$ cat src/rtl/core/np_bal_pkg.sv
// ----------------------------------------------------------------------------
// np_bal_pkg
// Shared constants, register indexes and types for the neutral-point balance
// controller and monitor.
// ----------------------------------------------------------------------------
`default_nettype none

package np_bal_pkg;

    localparam int VOLT_BITS_DEF  = 16;
    localparam int COUNT_BITS_DEF = 16;

    localparam int CFG_W     = 16;
    localparam int CFG_IDX_W = 3;
    localparam int LIMIT_W   = 15;
    localparam int DUTY_W    = 16;
    localparam int FRAC_BITS = 8;

    typedef enum logic [CFG_IDX_W-1:0] {
        REG_GAIN            = 3'd0,
        REG_OFFSET_LIMIT    = 3'd1,
        REG_WARN_THRESHOLD  = 3'd2,
        REG_WARN_COUNT      = 3'd3,
        REG_FAULT_THRESHOLD = 3'd4,
        REG_FAULT_COUNT     = 3'd5
    } cfg_reg_t;

    localparam logic [CFG_W-1:0]   GAIN_RST            = 16'd1311;
    localparam logic [LIMIT_W-1:0] OFFSET_LIMIT_RST    = 15'd3277;
    localparam logic [CFG_W-1:0]   WARN_THRESHOLD_RST  = 16'd1280;
    localparam logic [CFG_W-1:0]   WARN_COUNT_RST      = 16'd1000;
    localparam logic [CFG_W-1:0]   FAULT_THRESHOLD_RST = 16'd3200;
    localparam logic [CFG_W-1:0]   FAULT_COUNT_RST     = 16'd100;

    typedef struct packed {
        logic warn_event;
        logic fault_request;
    } alarm_status_t;

endpackage

`default_nettype wire

$ cat src/rtl/core/np_bal_ctrl.sv
// ----------------------------------------------------------------------------
// np_bal_ctrl
// Error, absolute error and clamped proportional duty offset for one sample.
// ----------------------------------------------------------------------------
`default_nettype none

module np_bal_ctrl
    import np_bal_pkg::*;
#(
    parameter int VOLT_BITS = VOLT_BITS_DEF
)
(
    input  wire logic [VOLT_BITS-1:0] v_top,
    input  wire logic [VOLT_BITS-1:0] v_bottom,
    input  wire logic [CFG_W-1:0]     gain,
    input  wire logic [LIMIT_W-1:0]   offset_limit,
    output logic signed [VOLT_BITS:0] np_error,
    output logic [VOLT_BITS-1:0]      err_mag,
    output logic signed [DUTY_W-1:0]  duty_offset
);

    localparam int PROD_W = VOLT_BITS + CFG_W;
    localparam int Q_W    = PROD_W + 1 - FRAC_BITS;

    logic                neg;
    logic [VOLT_BITS:0]  err_neg;
    logic [PROD_W-1:0]   prod;
    logic [PROD_W:0]     prod_up;
    logic [Q_W-1:0]      quot;
    logic [LIMIT_W-1:0]  quot_clamped;
    logic [DUTY_W-1:0]   duty_mag;

    assign np_error = $signed({1'b0, v_top} - {1'b0, v_bottom});
    assign neg      = np_error[VOLT_BITS];
    assign err_neg  = -np_error;
    assign err_mag  = neg ? err_neg[VOLT_BITS-1:0] : np_error[VOLT_BITS-1:0];

    assign prod    = PROD_W'(err_mag) * PROD_W'(gain);
    // round the magnitude up for negative error: floor of the signed quotient
    assign prod_up = {1'b0, prod} + (PROD_W + 1)'((1 << FRAC_BITS) - 1);

    always_comb
    begin
        if (neg)
        begin
            quot = prod_up[PROD_W:FRAC_BITS];
        end
        else
        begin
            quot = {1'b0, prod[PROD_W-1:FRAC_BITS]};
        end
        if (quot > Q_W'(offset_limit))
        begin
            quot_clamped = offset_limit;
        end
        else
        begin
            quot_clamped = quot[LIMIT_W-1:0];
        end
    end

    assign duty_mag    = {1'b0, quot_clamped};
    assign duty_offset = neg ? $signed(-duty_mag) : $signed(duty_mag);

endmodule

`default_nettype wire

$ cat src/rtl/core/np_bal_alarm.sv
// ----------------------------------------------------------------------------
// np_bal_alarm
// Warning and fault debounce counters on the absolute error.
// ----------------------------------------------------------------------------
`default_nettype none

module np_bal_alarm
    import np_bal_pkg::*;
#(
    parameter int VOLT_BITS  = VOLT_BITS_DEF,
    parameter int COUNT_BITS = COUNT_BITS_DEF
)
(
    input  wire logic                 clk,
    input  wire logic                 rst_n,
    input  wire logic                 update,
    input  wire logic [VOLT_BITS-1:0] err_mag,
    input  wire logic [CFG_W-1:0]     warn_threshold,
    input  wire logic [CFG_W-1:0]     warn_count,
    input  wire logic [CFG_W-1:0]     fault_threshold,
    input  wire logic [CFG_W-1:0]     fault_count,
    output alarm_status_t             status
);

    localparam int TH_W  = (VOLT_BITS > CFG_W) ? VOLT_BITS : CFG_W;
    localparam int CMP_W = (COUNT_BITS > CFG_W) ? COUNT_BITS : CFG_W;
    localparam logic [COUNT_BITS-1:0] CNT_MAX = {COUNT_BITS{1'b1}};

    logic [COUNT_BITS-1:0] warn_ticks_reg,  warn_ticks_next;
    logic [COUNT_BITS-1:0] fault_ticks_reg, fault_ticks_next;
    logic                  warn_over;
    logic                  fault_over;
    logic [COUNT_BITS-1:0] warn_inc;
    logic [COUNT_BITS-1:0] fault_inc;
    logic [CMP_W-1:0]      warn_count_x;
    logic [CMP_W-1:0]      fault_count_x;

    assign warn_over     = TH_W'(err_mag) > TH_W'(warn_threshold);
    assign fault_over    = TH_W'(err_mag) > TH_W'(fault_threshold);
    assign warn_count_x  = CMP_W'(warn_count);
    assign fault_count_x = CMP_W'(fault_count);
    assign warn_inc  = (warn_ticks_reg  < CNT_MAX) ? warn_ticks_reg  + 1'b1 : warn_ticks_reg;
    assign fault_inc = (fault_ticks_reg < CNT_MAX) ? fault_ticks_reg + 1'b1 : fault_ticks_reg;

    always_comb
    begin
        status           = '0;
        warn_ticks_next  = '0;
        fault_ticks_next = '0;
        if (warn_over)
        begin
            if (CMP_W'(warn_ticks_reg) >= warn_count_x)
            begin
                warn_ticks_next = warn_count_x[COUNT_BITS-1:0];
            end
            else
            begin
                warn_ticks_next   = warn_inc;
                status.warn_event = (CMP_W'(warn_inc) == warn_count_x);
            end
        end
        if (fault_over)
        begin
            if (CMP_W'(fault_inc) >= fault_count_x)
            begin
                fault_ticks_next     = fault_count_x[COUNT_BITS-1:0];
                status.fault_request = 1'b1;
            end
            else
            begin
                fault_ticks_next = fault_inc;
            end
        end
    end

    always_ff @(posedge clk or negedge rst_n)
    begin
        if (!rst_n)
        begin
            warn_ticks_reg  <= '0;
            fault_ticks_reg <= '0;
        end
        else if (update)
        begin
            warn_ticks_reg  <= warn_ticks_next;
            fault_ticks_reg <= fault_ticks_next;
        end
    end

    a_warn_clear : assert property (@(posedge clk) disable iff (!rst_n)
        update && !warn_over |=> warn_ticks_reg == '0)
        else $error("warning counter not cleared");

    a_warn_event_count : assert property (@(posedge clk) disable iff (!rst_n)
        update && status.warn_event |=> CMP_W'(warn_ticks_reg) == $past(warn_count_x))
        else $error("warning event without reaching count");

    a_fault_over : assert property (@(posedge clk) disable iff (!rst_n)
        status.fault_request |-> fault_over)
        else $error("fault request below threshold");

    a_fault_hold : assert property (@(posedge clk) disable iff (!rst_n)
        update && status.fault_request |=> CMP_W'(fault_ticks_reg) == $past(fault_count_x))
        else $error("fault counter not held at count");

endmodule

`default_nettype wire

$ cat src/rtl/core/np_balance_p_control_monitor.sv
// ----------------------------------------------------------------------------
// np_balance_p_control_monitor
// Neutral-point balance P controller with debounced imbalance alarms.
//
//   channel  dir  handshake           payload
//   s_*      in   s_tvalid/s_tready   v_top, v_bottom
//   m_*      out  m_tvalid/m_tready   duty_offset, np_error, warn_event,
//                                     fault_request
//   cfg_*    in   cfg_we              cfg_index, cfg_data
//
// One request per cycle sustained while m_tready is high. A request loads the
// input register on accept and the result register once the output is free.
// The multiply, clamp and counter updates sit between those two registers.
// Reset loads the register defaults and clears both counters.
// A stalled result holds; the input register still takes one request behind it.
// ----------------------------------------------------------------------------
`default_nettype none

module np_balance_p_control_monitor
    import np_bal_pkg::*;
#(
    parameter int VOLT_BITS  = VOLT_BITS_DEF,
    parameter int COUNT_BITS = COUNT_BITS_DEF
)
(
    input  wire logic                 clk,
    input  wire logic                 rst_n,
    input  wire logic                 s_tvalid,
    output logic                      s_tready,
    // v_top, v_bottom, zero pad
    input  wire logic [((2*VOLT_BITS+7)/8)*8-1:0] s_tdata,
    output logic                      m_tvalid,
    input  wire logic                 m_tready,
    // duty_offset, np_error, warn_event, fault_request, zero pad
    output logic [((VOLT_BITS+DUTY_W+3+7)/8)*8-1:0] m_tdata,
    input  wire logic                 cfg_we,
    input  wire logic [CFG_IDX_W-1:0] cfg_index,
    input  wire logic [CFG_W-1:0]     cfg_data
);

    localparam int OUT_W  = ((VOLT_BITS + DUTY_W + 3 + 7) / 8) * 8;

    logic [CFG_W-1:0]   gain_reg;
    logic [LIMIT_W-1:0] offset_limit_reg;
    logic [CFG_W-1:0]   warn_threshold_reg;
    logic [CFG_W-1:0]   warn_count_reg;
    logic [CFG_W-1:0]   fault_threshold_reg;
    logic [CFG_W-1:0]   fault_count_reg;

    logic                 in_valid_reg;
    logic [VOLT_BITS-1:0] v_top_reg;
    logic [VOLT_BITS-1:0] v_bottom_reg;
    logic                 out_valid_reg;
    logic [OUT_W-1:0]     out_data_reg;

    logic                     advance;
    logic                     load_in;
    logic signed [VOLT_BITS:0] np_error;
    logic [VOLT_BITS-1:0]     err_mag;
    logic signed [DUTY_W-1:0] duty_offset;
    alarm_status_t            status;
    logic [OUT_W-1:0]         out_data_next;

    always_ff @(posedge clk or negedge rst_n)
    begin
        if (!rst_n)
        begin
            gain_reg            <= GAIN_RST;
            offset_limit_reg    <= OFFSET_LIMIT_RST;
            warn_threshold_reg  <= WARN_THRESHOLD_RST;
            warn_count_reg      <= WARN_COUNT_RST;
            fault_threshold_reg <= FAULT_THRESHOLD_RST;
            fault_count_reg     <= FAULT_COUNT_RST;
        end
        else if (cfg_we)
        begin
            case (cfg_index)
                REG_GAIN:            gain_reg            <= cfg_data;
                REG_OFFSET_LIMIT:    offset_limit_reg    <= cfg_data[LIMIT_W-1:0];
                REG_WARN_THRESHOLD:  warn_threshold_reg  <= cfg_data;
                REG_WARN_COUNT:      warn_count_reg      <= cfg_data;
                REG_FAULT_THRESHOLD: fault_threshold_reg <= cfg_data;
                REG_FAULT_COUNT:     fault_count_reg     <= cfg_data;
                default:             ;
            endcase
        end
    end

    assign advance  = in_valid_reg && (!out_valid_reg || m_tready);
    assign s_tready = !in_valid_reg || advance;
    assign load_in  = s_tvalid && s_tready;

    always_ff @(posedge clk or negedge rst_n)
    begin
        if (!rst_n)
        begin
            in_valid_reg  <= 1'b0;
            out_valid_reg <= 1'b0;
        end
        else
        begin
            if (s_tready)
            begin
                in_valid_reg <= s_tvalid;
            end
            if (advance)
            begin
                out_valid_reg <= 1'b1;
            end
            else if (m_tready)
            begin
                out_valid_reg <= 1'b0;
            end
        end
    end

    always_ff @(posedge clk)
    begin
        if (load_in)
        begin
            v_top_reg    <= s_tdata[VOLT_BITS-1:0];
            v_bottom_reg <= s_tdata[2*VOLT_BITS-1:VOLT_BITS];
        end
        if (advance)
        begin
            out_data_reg <= out_data_next;
        end
    end

    np_bal_ctrl #(
        .VOLT_BITS (VOLT_BITS)
    ) u_ctrl (
        .v_top        (v_top_reg),
        .v_bottom     (v_bottom_reg),
        .gain         (gain_reg),
        .offset_limit (offset_limit_reg),
        .np_error     (np_error),
        .err_mag      (err_mag),
        .duty_offset  (duty_offset)
    );

    np_bal_alarm #(
        .VOLT_BITS  (VOLT_BITS),
        .COUNT_BITS (COUNT_BITS)
    ) u_alarm (
        .clk             (clk),
        .rst_n           (rst_n),
        .update          (advance),
        .err_mag         (err_mag),
        .warn_threshold  (warn_threshold_reg),
        .warn_count      (warn_count_reg),
        .fault_threshold (fault_threshold_reg),
        .fault_count     (fault_count_reg),
        .status          (status)
    );

    assign out_data_next = OUT_W'({status.fault_request, status.warn_event,
                                   np_error, duty_offset});

    assign m_tvalid = out_valid_reg;
    assign m_tdata  = out_data_reg;

endmodule

`default_nettype wire
$ cat config.mk
export PLATFORM = sky130hd
export DESIGN_NAME = np_balance_p_control_monitor
export DESIGN_NICKNAME = d
export VERILOG_FILES = /design/src/rtl/core/np_bal_pkg.sv /design/src/rtl/core/np_bal_ctrl.sv /design/src/rtl/core/np_bal_alarm.sv /design/src/rtl/core/np_balance_p_control_monitor.sv
export SDC_FILE = /design/constraint.sdc
export NUM_CORES = 1
export LEC_CHECK = 0
export BUFFER_PORTS_ARGS = -buffer_cell sky130_fd_sc_hd__clkbuf_2
export CORE_MARGIN = 5
export CORE_UTILIZATION = 45
export DETAILED_ROUTE_END_ITERATION = 7
export GPL_ROUTABILITY_DRIVEN = 0
export PLACE_DENSITY = 0.65
export SLEW_MARGIN = 0
export SYNTH_ARGS = -nofsm -noshare
export SYNTH_HDL_FRONTEND = slang
export SYNTH_SLANG_ARGS = --single-unit
$ cat constraint.sdc
create_clock -name clk -period 11.11 [get_ports clk]
set_input_delay 0 -clock clk [delete_from_list [all_inputs] [get_ports clk]]
set_output_delay 0 -clock clk [all_outputs]
set_load 0.03 [all_outputs]
==> summary.txt, run 1 <==
Logic synthesis
  – Cell variety after synth: 85
  – Synth Area in Compound Gates: a little over a tenth
  – Yosys reg bits: just under 200
  – Most frequent cell after synthesis: inv_1
  – XOR/XNOR Fraction of Synth Area: 5.432%
  – Mapped Area: 0.02087 sq mm
  – Synthesized area per cell: around 9 sq um
  – Leading area contributor after synthesis: fa_1
  – Largest family of logic cells by synthesized area: adder cells
  – Simple-Gate Fraction of Synth Area: roughly 16%
  – Number of flops mapped to enable cells by yosys: 67
  – Seq/Total Area, Yosys: approximately a quarter
  – Ranking of synthesized cells by area: fa_1 (19%), ha_1 (12%), dfrtp_1 (12%)
  – YS warnings: 0
  – Mux cell area share after synthesis: 3.531%
  – Top FF cell, synth: dfrtp_1
  – Area share of the leading cell type in the synthesized netlist: between 10% and 20%
  – Post-synthesis adder-cell area fraction: a little under a third
  – Gate count of the mapped netlist: 2280
  – Asr flop ratio synth: 65.82%
  – Synth cell count leaders: inv_1 (353), nand2_1 (313), ha_1 (203)

Clocking
  – CTS tree: yes
  – Clock Path Buffers: 2
  – CTS Sinks: about 200
  – Htree depth: 4
  – Clock transition at the registers of the reported paths: about 0.080 ns
  – Clock root buffer master: clkbuf_16
  – Worst skew pair latency: 0.46 ns
  – TritonCTS buffer count: 17

Timing
  – Worst hold margin: -0.01242 ns
  – Worst-Margin Slew: 1.138 ns
  – Fin crit period: between 10 and 15 ns
  – Fmax: 87.13 MHz
  – RSZ-0062 raised after global routing: yes
  – Normalized max-slew margin: between 20% and 30%
  – Total Negative Setup Slacks: -1.097 ns
  – Fin. max-slew vios: 0
  – Final Hold Fails: 2
  – Final worst setup slack: -0.3672 ns
  – Final setup violation count: 4
  – Final Cycle Share: 103.3%
  – Setup Skew: around 0.013 ns

Critical path
  – Crit-path max cell delay: 0.54 ns
  – Worst Reg-to-Reg Cells: 48
  – Worst-path maximum fanout: 6
  – Critical R2R Launch: v_top_reg[0]
  – Critical Path AT: around 12 ns
  – Flop2flop setup slack: -0.37 ns
  – Worst Path Required: 11.33 ns
  – Crit path capture type: register
  – RR Endpoint: m_tdata[12]
  – Critical Setup Path Class: register to register
  – Worst path bufs/invs: 10
  – CP Launch Type: register
  – Beginning of the critical path: v_top_reg[0]
  – Family with the most delay on the worst path: adder cells
  – Max stage delay cell, worst path: fa_1
  – Cell mode on critical path: fa_1

Worst hold path
  – HP Class: input port to register
  – Hold Crit Start: cfg_index[1]
  – Hold EP: offset_limit_reg[3]
  – Worst hold path cell count: 4

Floorplanning
  – IO Count: 98
  – Die Wd: 225.4 microns
  – FP Rows: between 70 and 80
  – DIE AREA: about 0.051 sq mm
  – Die height: roughly 230 microns
  – Initial Util: between 40 and 50%
  – Core Area: roughly 0.046 sq mm

GRT
  – GRT Util Overall: between 20% and 30%
  – First-pass GRT wire length: 89.74 mm
  – Largest net degree at the start of global routing: 68
  – GRT overflow: 0
  – Antenna violations before repair: 2
  – Vias in the first global route: roughly 18000

Cells and area
  – Layout cell share with drive strength beyond 1: 20.20%
  – Final #Nets: 3001
  – Fillers: between 4000 and 5000
  – Antenna cell count: 0
  – Area growth from synthesis to layout: 20.04%
  – Max reg flops: 35

Routing
  – Avg Vias per Cell: ~5.3
  – Final ANT Viol Nets: 0
  – Drt wl/cell: roughly 17 microns
  – Pre-antenna DRT Iters: 6
  – Initial DRC count: ~1000
  – Final wirelength: between 50 and 60 mm
  – DR DRC count: 0
  – DR vias: 16892

Placement
  – Detailed Place HPWL: 41.15 mm
  – # port buffers: 92
  – DP Worst Slack: -0.6510 ns

Outcome
  – Status: complete, but fails checks
  – Failing checks: hold timing, setup timing

Job
  – # Max-Cap Violations: 0
[worst max-delay path by stage]
stage	end	slack, ns	cells past startpoint
finish	m_tdata[12]	-0.37	48
global route	m_tdata[12]	-1.12	50
CTS	m_tdata[12]	-0.24	50
detailed placement	m_tdata[12]	-0.65	51
global placement	m_tdata[12]	-0.27	51
floorplan	m_tdata[12]	-0.18	51
[worst register-to-register path, delay by kind of cell, from the launching register on]
family / cells / cell delay (ns)
DFF: 1 / 0.36
buffers and inverters: 10 / 0.88
AOI/OAI and AO/OA: 13 / 2.34
and+or+nand+nor: 8 / 2.33
adders and majority gates: 11 / 4.36
muxes: 1 / 0.32
xor gates and xnor gates: 5 / 0.67
[repair_timing]
action                                 in CTS  in global routing
setup endpoints to repair                   7                 16
buffers inserted                           45                  9
cloned                                      0                  3
resized for setup                          71                 51
hold buffers                               51                  1
pin swaps                                  56                 28
endpoints found under the hold margin     150                  1
[per-stage QoR]
stage / area (sq um) / util [%] / std cells
after floorplan: 21020 / - / 2284
after global placement: 23020 / 49.76 / 3042
after detailed placement: 23020 / 49.76 / 3042
after CTS: 24810 / 53.64 / 3168
after global routing: 25050 / 54.15 / 3167
final: 25050 / 54.15 / 3167
[area by class of cell]
class	count	area, sq um	share of cell area (%)
multi-input combinational	1649	14570	58.18
clock buffer	18	429.2	1.713
tap	607	759.5	3.032
inverter	354	1330	5.309
sequential	196	5275	21.06
clock inverter	14	166.4	0.6643
timing repair buffer	329	2517	10.05
[layer usage]
metal | vias up | track usage [%] | share of wire (%) | wire (microns)
met3 | 107 | 3.699 | 5.8 | 3100
met2 | 470 | 36.29 | 48 | 25730
met4 | 2 | 6.833 | 2.9 | 1557
met1 | 8294 | 28.79 | 43 | 23270
met5 | - | 0 | 0.037 | 20
li1 | 8019 | - | - | -
[logic make-up after synthesis]
kind of cell,after synthesis
flops,196
compound gates,367
xor+xnor,126
buf+inv,439
simple gates,686
mux,67
other cells,1
fa+ha+maj,398
[cells in the final DEF, fill, tap and decap left out, types with 10 or more instances in the layout]
master / Yosys / layout
buf_6: 3 / 10
clkbuf_16: 0 / 19
nand2_1: 313 / 311
inv_1: 353 / 345
buf_4: 9 / 167
clkbuf_2: 1 / 91
xor2_1: 34 / 34
nor2b_1: 25 / 25
nor2_1: 78 / 68
o21ai_1: 19 / 16
dfrtp_1: 101 / 101
a21o_1: 23 / 23
and2_1: 108 / 106
ha_1: 203 / 194
dlygate4sd3_1: 0 / 52
edfxtp_1: 67 / 67
nand2b_1: 15 / 15
o21a_1: 18 / 18
xnor2_1: 88 / 76
nand4_1: 26 / 26
nor3_1: 35 / 31
mux2_2: 52 / 52
xnor2_2: 3 / 14
a21oi_1: 90 / 73
fa_1: 195 / 191
a31oi_1: 14 / 11
nand3_1: 28 / 24
o21ai_0: 128 / 121
dfstp_2: 28 / 28
a21oi_2: 0 / 14
and3_1: 11 / 10
mux2i_1: 14 / 11
Power of run 1 is not shown: default switching activity piles up to over one toggle a cycle in this logic, so the estimate is an artifact.
==> run 2: changes to the inputs <==
--- a/config.mk
+++ b/config.mk
@@ -5,8 +5,9 @@
 export SDC_FILE = /design/constraint.sdc
 export NUM_CORES = 1
 export LEC_CHECK = 0
+export ABC_AREA = 1
 export BUFFER_PORTS_ARGS = -buffer_cell sky130_fd_sc_hd__clkbuf_2
-export CORE_MARGIN = 5
+export CORE_MARGIN = 3
 export CORE_UTILIZATION = 45
 export DETAILED_ROUTE_END_ITERATION = 7
 export GPL_ROUTABILITY_DRIVEN = 0
==> run 2 against run 1 <==
Effect of this change: the run now ends clean; via count rose by 17%; register-to-register slack gained 0.75 ns; worst setup slack better by 0.75 ns; sequential share of layout area down 0.30 points; utilization is 1.5 points lower; design area is 1.5% higher; hold slack gained 0.013 ns; count of clock-buffer cells in the layout down 1; critical path depth is 12 higher; clock skew is 0.00068 ns lower; cell count increased by 21%; critical endpoint is now m_tdata[15].
==> summary.txt, run 2 <==
Floorplanning
  – Initial Util: between 40% and 50%
  – Die height: roughly 230 microns
  – Core Area: approximately 0.048 sq mm
  – IO Count: ~100
  – Die Wd: 228.3 microns
  – DIE AREA: 0.05213 sq mm
  – FP Rows: 80

Clocking
  – Htree depth: 4
  – CTS tree: yes
  – CTS Sinks: roughly 200
  – Clock root buffer master: clkbuf_16
  – Worst skew pair latency: 0.47 ns
  – Clock transition at the registers of the reported paths: 0.08 ns
  – TritonCTS buffer count: 17
  – Clock Path Buffers: 2

Logic synthesis
  – Top FF cell, synth: dfrtp_1
  – Leading area contributor after synthesis: fa_1
  – Gate count of the mapped netlist: 3003
  – Asr flop ratio synth: about two thirds
  – Number of flops mapped to enable cells by yosys: 67
  – Synth cell count leaders: nand2_1 (790), inv_1 (595), nor2_1 (279)
  – Seq/Total Area, Yosys: 23.72%
  – YS warnings: 0
  – Mapped Area: 0.02224 sq mm
  – Ranking of synthesized cells by area: fa_1 (18%), nand2_1 (13%), ha_1 (11%)
  – Most frequent cell after synthesis: nand2_1
  – Yosys reg bits: ~200
  – Area share of the leading cell type in the synthesized netlist: between 10% and 20%
  – Cell variety after synth: 55
  – Synthesized area per cell: roughly 7.4 sq um

Routing
  – DR vias: 19822
  – Drt wl/cell: approximately 16 microns
  – Pre-antenna DRT Iters: 6
  – Final ANT Viol Nets: 0
  – Initial DRC count: 1460
  – DR DRC count: 0
  – Avg Vias per Cell: around 5.2
  – Final wirelength: roughly 60 mm

Critical path
  – CP Launch Type: register
  – Cell mode on critical path: nand2_1
  – Max stage delay cell, worst path: fa_1
  – Critical Setup Path Class: register to register
  – Crit-path max cell delay: between 0.5 and 0.6 ns
  – Critical Path AT: approximately 11 ns
  – Crit path capture type: register
  – Worst-path maximum fanout: 6
  – Worst Path Required: approximately 11 ns
  – Worst Reg-to-Reg Cells: 60

Timing
  – Fin. max-slew vios: 0
  – Final worst setup slack: between 0.3 and 0.4 ns
  – Final Hold Fails: 0
  – Normalized max-slew margin: around 22%
  – Worst-Margin Slew: approximately 1.2 ns
  – Final setup violation count: 0
  – Setup Skew: about 0.013 ns
  – Final Cycle Share: between 90% and 100%
  – RSZ-0062 raised after global routing: yes
  – Fin crit period: between 10 and 15 ns
  – Fmax: around 93 MHz

GRT
  – First-pass GRT wire length: around 100 mm
  – Largest net degree at the start of global routing: 75
  – GRT overflow: 0
  – Antenna violations before repair: 0
  – GRT Util Overall: between 20% and 30%
  – Vias in the first global route: 20001

Cells and area
  – Antenna cell count: 0
  – Area growth from synthesis to layout: 14.28%
  – Commonest non-fill, non-tap cells in the layout: nand2_1 (770), inv_1 (585), nor2_1 (268)
  – Most common cell after layout, fill and taps aside: nand2_1
  – Layout cell share with drive strength beyond 1: approximately an eighth
  – Final #Nets: between 3000 and 4000
  – Max reg flops: 35

Outcome
  – Status: finished, final reports clean

Placement
  – Detailed Place HPWL: 48.62 mm
  – DP Worst Slack: -0.1186 ns
  – # port buffers: 92

Job
  – # Max-Cap Violations: 0

Worst hold path
  – Worst hold path cell count: 3
  – HP Class: input port to register
[run 2: cell count changes in the layout (fill, tap and decap cells not counted), moves of 25 or more]
cell     delta
nand3_1    +96
and2_1    -105
nor2b_1    -25
nor2_1    +200
nand2_1   +459
o21ai_0    +27
buf_4      -92
nand2_2    +32
xnor2_1    -71
inv_1     +240
mux2_2     -51
[run 2: cells by family after synthesis]
group           synth area share (%)
fa+ha+maj                      28.97
mux                          0.09563
simple gates                   25.34
compound gates                 7.122
buf+inv                        11.95
xor+xnor                       2.796
other cells                  0.01686
flops                          23.72
[run 2: path summary, 6_finish.rpt]
path	startpoint	endpoint	slack, ns
setup / recovery	v_top_reg[0]	m_tdata[15]	0.38
hold / removal	cfg_data[11]	fault_count_reg[11]	0.001
setup reg to reg	v_top_reg[0]	m_tdata[15]	0.38
hold reg to reg	warn_threshold_reg[15]	warn_threshold_reg[15]	0.49
max in group asynchronous	rst_n	offset_limit_reg[14]	9.51
min in group asynchronous	rst_n	u_alarm.warn_ticks_reg[2]	0.14
[run 2: worst max-delay path: cells and delay by family (launching register included)]
family	cells	cell delay, ns
fa+ha+maj	10	4.15
simple gates	29	3.56
buf+inv	15	1.37
compound gates	4	0.63
xor+xnor	2	0.39
flops	1	0.37
[run 2: area by class of cell]
cell class	instances	area (sq um)
clock inverters	15	175.2
inverters	623	2349
well taps	656	820.8
fillers	4671	22830
repair buffers	210	1466
clock buffers	17	425.4
multi-input cells	2115	14900
repair inverters	1	7.507
flip-flops and latches	196	5275
[run 2: per-layer routing]
| metal | track usage [%] | up-vias | wire length (microns) |
|---|---|---|---|
| met5 | 0 | - | 0 |
| met4 | 7.281 | 0 | 1452 |
| met3 | 3.926 | 98 | 4001 |
| met2 | 40.10 | 620 | 29370 |
| met1 | 30.92 | 9522 | 26180 |
| li1 | - | 9582 | - |
[run 2: per-stage QoR]
stage / TNS [ns] / utilization (%) / cell area, sq um / hold slack (ns) / instances
6_report: 0 / 52.68 / 25420 / 0.001070 / 3833
3_5_place_dp: -0.5280 / 48.86 / 23580 / 0.1127 / 3728
4_1_cts: 0 / 51.05 / 24630 / 0.008573 / 3803
5_1_grt: -0.6372 / 52.68 / 25420 / 0.02239 / 3833
3_3_place_gp: 0 / 48.86 / 23580 / 0.1165 / 3728
2_1_floorplan: 0 / - / 22260 / -0.2956 / 3007
[run 2: timing repair]
item,CTS,global route
gates resized for setup,6,125
hold endpoints to repair,83,0
pin swaps,1,26
setup endpoints to repair,12,16
hold buffers,40,0
cloned,1,1
buffers inserted,2,29
Power of run 2 is left out for the same reason.
